--- config.mk ---
export PLATFORM = sky130hd
export DESIGN_NAME = chst_ctrl
export DESIGN_NICKNAME = d
export VERILOG_FILES = /design/src/design/chst_pkg.sv /design/src/design/chst_ctrl.sv
export SDC_FILE = /design/constraint.sdc
export NUM_CORES = 1
export LEC_CHECK = 0
export ABC_CLOCK_PERIOD_IN_PS = 4100
export BUFFER_PORTS_ARGS = -buffer_cell sky130_fd_sc_hd__buf_2
export CAP_MARGIN = 20
export CORE_MARGIN = 2
export CORE_UTILIZATION = 47
export CTS_CLUSTER_SIZE = 28
export DETAILED_ROUTE_END_ITERATION = 12
export PLACE_DENSITY = 0.82
export SYNTH_ARGS = -nofsm -noshare
export SYNTH_HDL_FRONTEND = slang
export SYNTH_SLANG_ARGS = --single-unit
--- constraint.sdc ---
create_clock -name clk_i -period 4.1 [get_ports clk_i]
set_clock_uncertainty 0.1 [all_clocks]
set_input_delay 0.615 -clock clk_i [delete_from_list [all_inputs] [get_ports clk_i]]
set_output_delay 0.615 -clock clk_i [all_outputs]
set_load 0.03 [all_outputs]
--- src/design/chst_pkg.sv ---
// ----------------------------------------------------------------------------
// chst_pkg
// Shared types and constants of the chained hash symbol table.
// ----------------------------------------------------------------------------
package chst_pkg;

  localparam int unsigned MaxEntriesDefault  = 4096;
  localparam int unsigned BucketCountDefault = 1024;
  localparam int unsigned NameSlotDefault    = 32;

  localparam int unsigned StatusW = 3;
  localparam int unsigned ValueW  = 32;
  localparam int unsigned IndexW  = 12;
  localparam int unsigned HashW   = 16;

  typedef enum logic [StatusW-1:0] {
    ST_FOUND     = 3'd0,
    ST_NOT_FOUND = 3'd1,
    ST_INSERTED  = 3'd2,
    ST_DUPLICATE = 3'd3,
    ST_TOO_LONG  = 3'd4,
    ST_FULL      = 3'd5
  } status_e;

  typedef struct packed {
    logic func;
    logic [7:0] char_code;
    logic last_char;
    logic signed [ValueW-1:0] new_value;
  } in_item_t;

  typedef struct packed {
    status_e status;
    logic signed [ValueW-1:0] symbol_value;
    logic [IndexW-1:0] entry_index;
  } out_item_t;

  // controller -> datapath
  typedef struct packed {
    logic take_char;     // buffer char, update hash
    logic clr_key;       // reset key buffer, length, hash
    logic clr_step;      // clear sweep / compare index
    logic inc_step;
    logic rd_head;       // read bucket head
    logic load_cur_head; // cur <= head read data
    logic rd_entry;      // read length, link, value of cur
    logic rd_char;       // read name char at cur/step
    logic load_cur_link; // cur <= link
    logic wr_char;       // write key char step into new entry
    logic wr_entry;      // write link, length, value, head
    logic clr_head;      // clear head at step
    logic out_load;      // latch result
    status_e out_status;
    logic out_use_new;   // result index/value from new entry
  } cmd_t;

  // datapath -> controller
  typedef struct packed {
    logic too_long;
    logic cur_zero;
    logic len_match;
    logic char_match;
    logic step_at_len;   // step == key length
    logic sweep_done;
    logic full;
  } sts_t;

endpackage

--- src/design/chst_ctrl.sv ---
// ----------------------------------------------------------------------------
// chst_ctrl
// Controller of the symbol table: handshake, clearing pass and chain walk.
// ----------------------------------------------------------------------------
module chst_ctrl import chst_pkg::*; (
  input  logic clk_i,
  input  logic rst_ni,
  input  logic in_valid_i,
  input  logic in_last_i,
  input  logic in_func_i,
  output logic in_ready_o,
  output logic out_valid_o,
  input  logic out_ready_i,
  input  sts_t sts_i,
  output cmd_t cmd_o
);
  localparam logic [3:0] S_CLEAR = 4'd0, S_IDLE = 4'd1, S_HEAD = 4'd2,
                         S_HEADW = 4'd3, S_ENT = 4'd4, S_ENTW = 4'd5,
                         S_CHR = 4'd6, S_CHRW = 4'd7, S_NEXT = 4'd8,
                         S_INS = 4'd9, S_DONE = 4'd10;

  logic [3:0] state_q, state_d;
  logic       func_q, func_d;
  logic       ovalid_q, ovalid_d;
  logic       acc;

  assign in_ready_o  = (state_q == S_IDLE) && !ovalid_q;
  assign out_valid_o = ovalid_q;
  assign acc         = in_valid_i && in_ready_o;

  always_comb begin
    state_d  = state_q;
    func_d   = func_q;
    ovalid_d = ovalid_q && !out_ready_i;
    cmd_o    = '0;
    cmd_o.out_status = ST_FOUND;
    unique case (state_q)
      S_CLEAR: begin
        cmd_o.clr_head = 1'b1;
        cmd_o.inc_step = 1'b1;
        if (sts_i.sweep_done) state_d = S_IDLE;
      end
      S_IDLE: begin
        if (acc) begin
          cmd_o.take_char = 1'b1;
          if (in_last_i) begin
            func_d  = in_func_i;
            state_d = S_HEAD;
          end
        end
      end
      S_HEAD: begin
        if (sts_i.too_long) begin
          cmd_o.out_load = 1'b1;
          cmd_o.out_status = ST_TOO_LONG;
          state_d = S_DONE;
        end else begin
          cmd_o.rd_head = 1'b1;
          state_d = S_HEADW;
        end
      end
      S_HEADW: begin
        cmd_o.load_cur_head = 1'b1;
        state_d = S_ENT;
      end
      S_ENT: begin
        if (sts_i.cur_zero) begin
          state_d = S_INS;
        end else begin
          cmd_o.rd_entry = 1'b1;
          cmd_o.clr_step = 1'b1;
          state_d = S_ENTW;
        end
      end
      S_ENTW: begin
        state_d = sts_i.len_match ? S_CHR : S_NEXT;
      end
      S_CHR: begin
        if (sts_i.step_at_len) begin
          cmd_o.out_load = 1'b1;
          cmd_o.out_status = func_q ? ST_DUPLICATE : ST_FOUND;
          state_d = S_DONE;
        end else begin
          cmd_o.rd_char = 1'b1;
          cmd_o.inc_step = 1'b1;
          state_d = S_CHRW;
        end
      end
      S_CHRW: begin
        state_d = sts_i.char_match ? S_CHR : S_NEXT;
      end
      S_NEXT: begin
        cmd_o.load_cur_link = 1'b1;
        state_d = S_ENT;
      end
      S_INS: begin
        if (!func_q) begin
          cmd_o.out_load = 1'b1;
          cmd_o.out_status = ST_NOT_FOUND;
          state_d = S_DONE;
        end else if (sts_i.full) begin
          cmd_o.out_load = 1'b1;
          cmd_o.out_status = ST_FULL;
          state_d = S_DONE;
        end else if (!sts_i.step_at_len) begin
          cmd_o.wr_char = 1'b1;
          cmd_o.inc_step = 1'b1;
        end else begin
          cmd_o.out_load = 1'b1;
          cmd_o.out_use_new = 1'b1;
          cmd_o.out_status = ST_INSERTED;
          cmd_o.wr_entry = 1'b1;
          state_d = S_DONE;
        end
      end
      S_DONE: begin
        cmd_o.clr_key = 1'b1;
        ovalid_d = 1'b1;
        state_d = S_IDLE;
      end
      default: state_d = S_IDLE;
    endcase
    if (state_q == S_ENT && sts_i.cur_zero) cmd_o.clr_step = 1'b1;
  end

  always_ff @(posedge clk_i or negedge rst_ni) begin
    if (!rst_ni) begin
      state_q  <= S_CLEAR;
      func_q   <= 1'b0;
      ovalid_q <= 1'b0;
    end else begin
      state_q  <= state_d;
      func_q   <= func_d;
      ovalid_q <= ovalid_d;
    end
  end
endmodule

; ---- After elaboration in Yosys (flattened, before gate mapping)
; Cells that the tools add are included.
; W data, S select, Z words.
[totals]
word_cells = 70
ff_bits = 6
output_inout_bits = 19
input_bits = 13
[op_classes]
reduce_logical = 10
muxes = 43
eq_ne = 14
[ops]
columns = operator, count
row1 = $mux W4, 15
row2 = $pmux W4 S9, 1
row3 = $mux W1, 20
row4 = $eq A4 B3 Y1 const B, 4
row5 = $eq A4 B4 Y1 const B, 3
row6 = $pmux W4 S3, 1
row7 = $eq A4 B2 Y1 const B, 2
row8 = $mux W2, 4
row9 = $ne A2 B2 Y1 const B, 3
row10 = $mux W5, 1
row11 = $eq A4 B1 Y1 const B, 1
row12 = $logic_and A1 B1 Y1, 4
row13 = $logic_not A4 Y1, 1
row14 = $ne A4 B4 Y1 const B, 1
row15 = $reduce_and A4 Y1, 1
row16 = $pmux W1 S3, 1
row17 = $reduce_and A3 Y1, 1
row18 = $logic_not A1 Y1, 2
row19 = $reduce_or A2 Y1, 1

; ---- Depth between registers and ports, before layout
; Gate-level depths: netlist of run 1.
[depth]
ltp_word = 5
ltp_mapped = 5

; ---- Worst setup path after synthesis of run 1
; OpenSTA, ideal clock, no wires.
[synth_timing]
path_kind = register to output
from = register state_q[0]
to = output port cmd_o[10] in the netlist's numbering
path_slack_ns = 1.697
t_arrival_ns = 1.688
stages_incl_launch_ff = 4
path_buffers = 2
path_cell_list = dfrtp_1 > clkbuf_2 > buf_1 > nor4_1
[synth_rtl]
columns = element, line_no
row1 = from (decl), chst_ctrl.sv:22  ; logic [3:0] state_q, state_d;
row2 = from (signal assigned), chst_ctrl.sv:132  ; state_q <= state_d;
row3 = to (decl), chst_ctrl.sv:15  ; output cmd_t cmd_o

==> results of run 1 <==
state kept, by name (all words and copies together), names as in the netlist:
| name | cells |
|---|---|
| out_valid_o | 1 |
| func_q | 1 |
| state_q | 4 |
metrics by stage:
stage          instances  util [%]  power, mW  hold WS [ns]  area (sq um)
3_5_place_dp         119      59.9      0.517         0.342           769
5_1_grt              122      61.6      0.612        0.0946           792
4_1_cts              122      61.6      0.570        0.0911           792
2_1_floorplan         80         -      0.451         0.219           641
6_report             122      61.6      0.570        0.0935           792
3_3_place_gp         119      59.9      0.507         0.340           769
per-layer routing:
metal  up-vias  track usage (%)  wire length [um]
met3         0             3.26                59
met1       329             23.0               683
met5         -                0                 0
met2        15             36.3               838
met4         0             2.50                 0
li1        349                -                 -
worst paths after layout:
path	startpoint	to	slack, ns	cells after the start
worst max-delay path	state_q[1]	cmd_o[3]	1.59	4
min in group clk_i	out_ready_i	out_valid_o	0.47	2
worst max register to register	state_q[1]	func_q	2.39	3
worst min-delay path	rst_ni	out_valid_o	0.09	1
worst min register to register	func_q	func_q	0.49	1
max in group asynchronous	rst_ni	state_q[0]	3.67	1
power groups by stage:
stage	Clock [mW]	Combinational (mW)	Sequential [mW]
final	0.0519	0.342	0.176
after global routing	0.0574	0.372	0.182
after CTS	0.0532	0.343	0.174
after detailed placement	0	0.343	0.174
after global placement	0	0.336	0.171
after floorplan	0	0.341	0.110
worst reg2reg max path, stage by stage, from the launching register on:
cell                      delay (ns)
sky130_fd_sc_hd__dfrtp_1        0.60
sky130_fd_sc_hd__nor4b_4        0.43
sky130_fd_sc_hd__nand4_1        0.14
sky130_fd_sc_hd__mux2_1         0.32
final cells by class:
class                      instances  area [sq um]
timing repair buffer              31           155
inverter                           3          11.3
multi-input combinational         64           434
sequential                         6           150
clock buffer                       3          22.5
tap                               15          18.8
fill                             116           493
kinds of logic (layout without fill, tap and decap cells):
group	after synthesis	in the layout	synth area share, %
AO/OA/AOI/OAI	21	21	20.9
buffers and inverters	10	37	8.79
multiplexers	3	3	4.88
flip-flops	6	6	23.4
AND/OR/NAND/NOR	40	40	42.0
layout by cell type (no fill, tap or decap), types with 2 or more instances in the layout:
cell and n:
sky130_fd_sc_hd__buf_2 31, sky130_fd_sc_hd__a21oi_1 8, sky130_fd_sc_hd__nand2b_1 7, sky130_fd_sc_hd__nor2_1 6
sky130_fd_sc_hd__dfrtp_1 6, sky130_fd_sc_hd__nand2_1 5, sky130_fd_sc_hd__o21ai_0 4, sky130_fd_sc_hd__nor3_1 3
sky130_fd_sc_hd__inv_1 3, sky130_fd_sc_hd__clkbuf_4 3, sky130_fd_sc_hd__or3b_1 2, sky130_fd_sc_hd__nor2b_1 2
sky130_fd_sc_hd__nand4_1 2, sky130_fd_sc_hd__and4bb_2 2, sky130_fd_sc_hd__and3_1 2, sky130_fd_sc_hd__nor4_1 2
sky130_fd_sc_hd__mux2i_1 2
==> reports/qor.csv, run 1 <==
metric,value,unit
floorplan.initialDensity,49.9,%
grt_max_degree,20,
io-pin-count,32,
placementRows,13,
finalHoldViolations,0,
synth_most_common_cell,sky130_fd_sc_hd__a21oi_1,
pre_cts_slack,1.85,ns
post-cts-setup-buffers,0,
timing.final.crit_share,61.2,%
share_seq_of_total_power,30.9,%
synthesis.area_per_instance,8.01,sq um
asyncSetResetFlopFracSynth,100,%
max_stage_delay,0.74,ns
drt_iter0_drc,13,
net-switching-power,0.306,mW
rsz0062_at_grt,false,
gp_congestion,0.869,
yosys_register_bits,6,
initial_antenna_violation_count,0,
crit_chain,"nand2b_4, or3b_1, a21oi_1, buf_2",
timing.final.ws_setup,1.59,ns
floorplan.die.width,40.9,um
tritoncts_num_sinks,6,
drt_drc_violations_left,0,
hold_class,primary input to asynchronous set/reset pin,
total_leakage_power,0.396,nW
cts_hold_buffers,0,
antennaDiodeCount,0,
syn-instance-count,80,
timing.critical_path.required,3.38,ns
first_global_vias,519,
routed_via_density,5.68,
drt.antenna.violating_nets,0,
clock_tree.htree_level_count,1,
grt_first_pass_wirelength,2.19,mm
nets,122,
setup_viol_count_final,0,
clk_root_buffer_cell,sky130_fd_sc_hd__clkbuf_4,
arrival,1.80,ns
startpoint_type,flop,
synth_top_area_share,23.4,%
final_max_slew_viol_count,0,
fin_tns_setup,0,ns
clkTransAtPathRegs,0.04,ns
clk_path_buf_depth,2,
worstPathMaxFanout,18,
yosysSeqAreaShare,23.4,%
power.switching_fraction,53.8,%
max-vdd-ir-drop,0.413,mV
period_minus_slack,2.51,ns
crit_buf_inv,1,
synthTopCellsByCount,"8 x sky130_fd_sc_hd__a21oi_1, 7 x sky130_fd_sc_hd__nand2b_1, 6 x sky130_fd_sc_hd__dfrtp_1, 6 x sky130_fd_sc_hd__nor2_1, 5 x sky130_fd_sc_hd__nand2_1",
slew_headroom,57.7,%
finalWirelength,1.58,mm
fmaxAchievable,0.398,GHz
yosysTopAreaCell,sky130_fd_sc_hd__dfrtp_1,
pwr-share-clk,9.1,%
cts_resized,0,
pwr-share-comb,60.0,%
worst_setup_path_end_kind,output port,
placeableCoreArea,1280,sq um
numCtsBuffers,3,
status,completed,
power.density,719,nW/um^2
synth.distinct_cells,37,
wl_per_cell,13.0,um
tritoncts,built,
drt_first_pass_iters,4,
intPower,0.263,mW
timing.max_cap.violations,0,
crit_slowest_cell,sky130_fd_sc_hd__dfrtp_1,
synth_flop_cell,sky130_fd_sc_hd__dfrtp_1,
grt.overflow.total,0,
synth_area_leaders,"sky130_fd_sc_hd__dfrtp_1 23%, sky130_fd_sc_hd__nand2b_1 6.8%, sky130_fd_sc_hd__a21oi_1 6.3%",
routed-via-count,693,
synthesis.yosys.warnings,0,
grt_util_all_layers,19.3,%
worstMarginPinSlew,0.635,ns
hpwlAfterDp,1.19,mm
criticalPathCategory,flop to output port,
syn2layout_area_growth,23.6,%
die_height,40.9,um
numPortBuffers,31,
drive_above_1_share,35.5,%
dieArea,1670,sq um
timing.critical_path.max_delay_family,flip-flops,
synth.net_count,93,
synth_enable_flop_cells,0,
mappedNetlistArea,641,sq um
clock_latency,0.23,ns
Note: power is estimated with default switching activity, not from simulation.
==> run 2: changes to the inputs <==
--- a/config.mk
+++ b/config.mk
@@ -5,14 +5,14 @@
 export SDC_FILE = /design/constraint.sdc
 export NUM_CORES = 1
 export LEC_CHECK = 0
-export ABC_CLOCK_PERIOD_IN_PS = 4100
+export ABC_CLOCK_PERIOD_IN_PS = 2100
 export BUFFER_PORTS_ARGS = -buffer_cell sky130_fd_sc_hd__buf_2
 export CAP_MARGIN = 20
 export CORE_MARGIN = 2
-export CORE_UTILIZATION = 47
+export CORE_UTILIZATION = 40
 export CTS_CLUSTER_SIZE = 28
 export DETAILED_ROUTE_END_ITERATION = 12
-export PLACE_DENSITY = 0.82
+export PLACE_DENSITY = 0.74
 export SYNTH_ARGS = -nofsm -noshare
 export SYNTH_HDL_FRONTEND = slang
 export SYNTH_SLANG_ARGS = --single-unit
==> constraint.sdc (replaced) <==
create_clock -name clk_i -period 2.1 [get_ports clk_i]
set_clock_uncertainty 0.1 [all_clocks]
set_input_delay 0.315 -clock clk_i [delete_from_list [all_inputs] [get_ports clk_i]]
set_output_delay 0.315 -clock clk_i [all_outputs]
set_load 0.03 [all_outputs]
==> reports/qor.csv, run 2 (synthesis gave the netlist of run 1 again) <==
metric,value,unit,change
status,completed,,
grt_max_degree,14,,-30%
max_stage_delay,0.47,ns,-0.27 ns
final_util,57.0,%,-4.7 points
nets,129,,+5.7%
power.density,1390,nW/um^2,+94%
worstPathMaxFanout,9,,-9
timing.final.crit_share,93.9,%,
placeableCoreArea,1510,sq um,+17%
rsz0062_at_grt,false,,
antennaDiodeCount,0,,unchanged
worst-r2r-setup-slack,0.59,ns,-1.80 ns
tritoncts_num_sinks,6,,unchanged
pre_cts_slack,0.290,ns,-1.56 ns
tritoncts,built,,
grt.overflow.total,0,,unchanged
worstMarginPinSlew,0.269,ns,-0.366 ns
die_height,44.0,um,+7.6%
mostFrequentLayoutCell,sky130_fd_sc_hd__buf_2,,
clk_path_buf_depth,2,,unchanged
clock_latency,0.24,ns,about the same
drt_first_pass_iters,4,,unchanged
timing.final.ws_setup,0.128,ns,-1.46 ns
grt_util_all_layers,17.7,%,-1.7 points
routed-via-count,725,,+4.6%
startpoint_type,flop,,
final_max_slew_viol_count,0,,unchanged
met2_length,873,um,+4.2%
clock_tree.htree_level_count,1,,unchanged
fin_tns_setup,0,ns,unchanged
layout.cells.most_common_list,"30 x sky130_fd_sc_hd__buf_2, 8 x sky130_fd_sc_hd__a21oi_1, 7 x sky130_fd_sc_hd__nand2b_1, 6 x sky130_fd_sc_hd__nor2_1, 6 x sky130_fd_sc_hd__buf_4",,
drive_above_1_share,41.2,%,+5.7 points
hold_class,primary input to flop,,
criticalPathCategory,flop to output port,,
drt_iter0_drc,21,,+8
dieArea,1940,sq um,+16%
io-pin-count,32,,unchanged
wl_per_cell,12.6,um,-2.7%
syn2layout_area_growth,34.0,%,
numPortBuffers,31,,unchanged
floorplan.die.width,44.0,um,+7.6%
setup_viol_count_final,0,,unchanged
placementRows,14,,+1
timing.critical_path.max_delay_family,flip-flops,,
max-vdd-ir-drop,0.682,mV,+65%
clk_root_buffer_cell,sky130_fd_sc_hd__clkbuf_4,,
timing.critical_path.required,1.68,ns,-1.70 ns
largest_register_ff_count,4,,unchanged
grt_first_pass_wirelength,2.59,mm,+19%
initial_antenna_violation_count,0,,unchanged
total_leakage_power,0.427,nW,+7.7%
worst_setup_path_end_kind,output port,,
first_global_vias,652,,+26%
reg_with_most_ffs,state_q,,
highest-signal-layer,met4,,
finalWirelength,1.64,mm,+3.7%
fmaxAchievable,0.507,GHz,
crit_slowest_cell,sky130_fd_sc_hd__dfrtp_2,,
slew_headroom,82.0,%,+24 points
route.met3.wl,67,um,+14%
crit_chain,"and4bb_4, a21oi_1, o21ai_0, buf_2",,
gp_congestion,0.825,,-5.1%
crit_buf_inv,1,,unchanged
numCtsBuffers,3,,unchanged
finalHoldViolations,0,,unchanged
drt_drc_violations_left,0,,unchanged
met1_length,689,um,+0.88%
arrival,1.56,ns,-0.24 ns
drt.antenna.violating_nets,0,,unchanged
clkTransAtPathRegs,0.04,ns,about the same
timing.max_cap.violations,0,,unchanged
routed_via_density,5.58,,-1.8%
floorplan.initialDensity,42.5,%,-7.3 points
hpwlAfterDp,1.26,mm,+5.9%
period_minus_slack,1.97,ns,
-- run 2: changes by cell type in the layout (fill, tap and decap cells not counted) --
cell	previous run	this run
sky130_fd_sc_hd__dfrtp_1	6	3
sky130_fd_sc_hd__buf_2	31	30
sky130_fd_sc_hd__and4bb_4	0	1
sky130_fd_sc_hd__dfrtp_2	0	3
sky130_fd_sc_hd__clkbuf_4	3	4
sky130_fd_sc_hd__buf_4	0	6
sky130_fd_sc_hd__and4bb_2	2	1
sky130_fd_sc_hd__dlygate4sd3_1	0	1
-- run 2: through the flow --
stage / cell area, sq um / hold slack, ns / power [mW] / instances
finish: 858 / 0.154 / 1.20 / 130
global route: 858 / 0.148 / 1.29 / 130
CTS: 826 / 0.146 / 1.16 / 127
detailed placement: 793 / 0.0429 / 1.05 / 123
global placement: 793 / 0.0416 / 1.03 / 123
floorplan: 641 / -0.0806 / 0.880 / 80
-- run 2: layout make-up --
type | instances | area, sq um
fill | 144 | 648
clock buffer | 3 | 22.5
inverter | 3 | 11.3
multi-input combinational | 64 | 438
sequential | 6 | 154
timing repair buffer | 38 | 213
tap | 16 | 20.0
-- run 2: worst reg2reg max path, cell delays in order, from the launching register on --
cell                      delay [ns]
sky130_fd_sc_hd__dfrtp_2        0.48
sky130_fd_sc_hd__nor4b_4        0.35
sky130_fd_sc_hd__nand4_1        0.14
sky130_fd_sc_hd__mux2_1         0.32
-- run 2: timing repair --
item                                   CTS  global route
resized for setup                        0             5
setup endpoints to repair                0             8
endpoints found under the hold margin    6             0
setup buffers                            0             3
hold buffers                             1             0
-- run 2: layer usage --
metal	up-vias	global-route usage, %
met5	-	0
met1	342	19.1
met3	2	3.67
li1	362	-
met4	0	5.45
met2	19	33.8
-- run 2: where the power goes --
part	internal (mW)	switching (mW)
logic	0.349	0.464
registers	0.173	0.108
clock network	0.0644	0.0382
-- run 2: final timing paths --
check / from / to / depth (start not counted)
max reg2reg: state_q[1] / func_q / 3
min reg2reg: func_q / func_q / 1
max in group asynchronous: rst_ni / state_q[2] / 2
min in group asynchronous: rst_ni / state_q[1] / 2
max: state_q[2] / cmd_o[13] / 4
min: out_ready_i / out_valid_o / 2
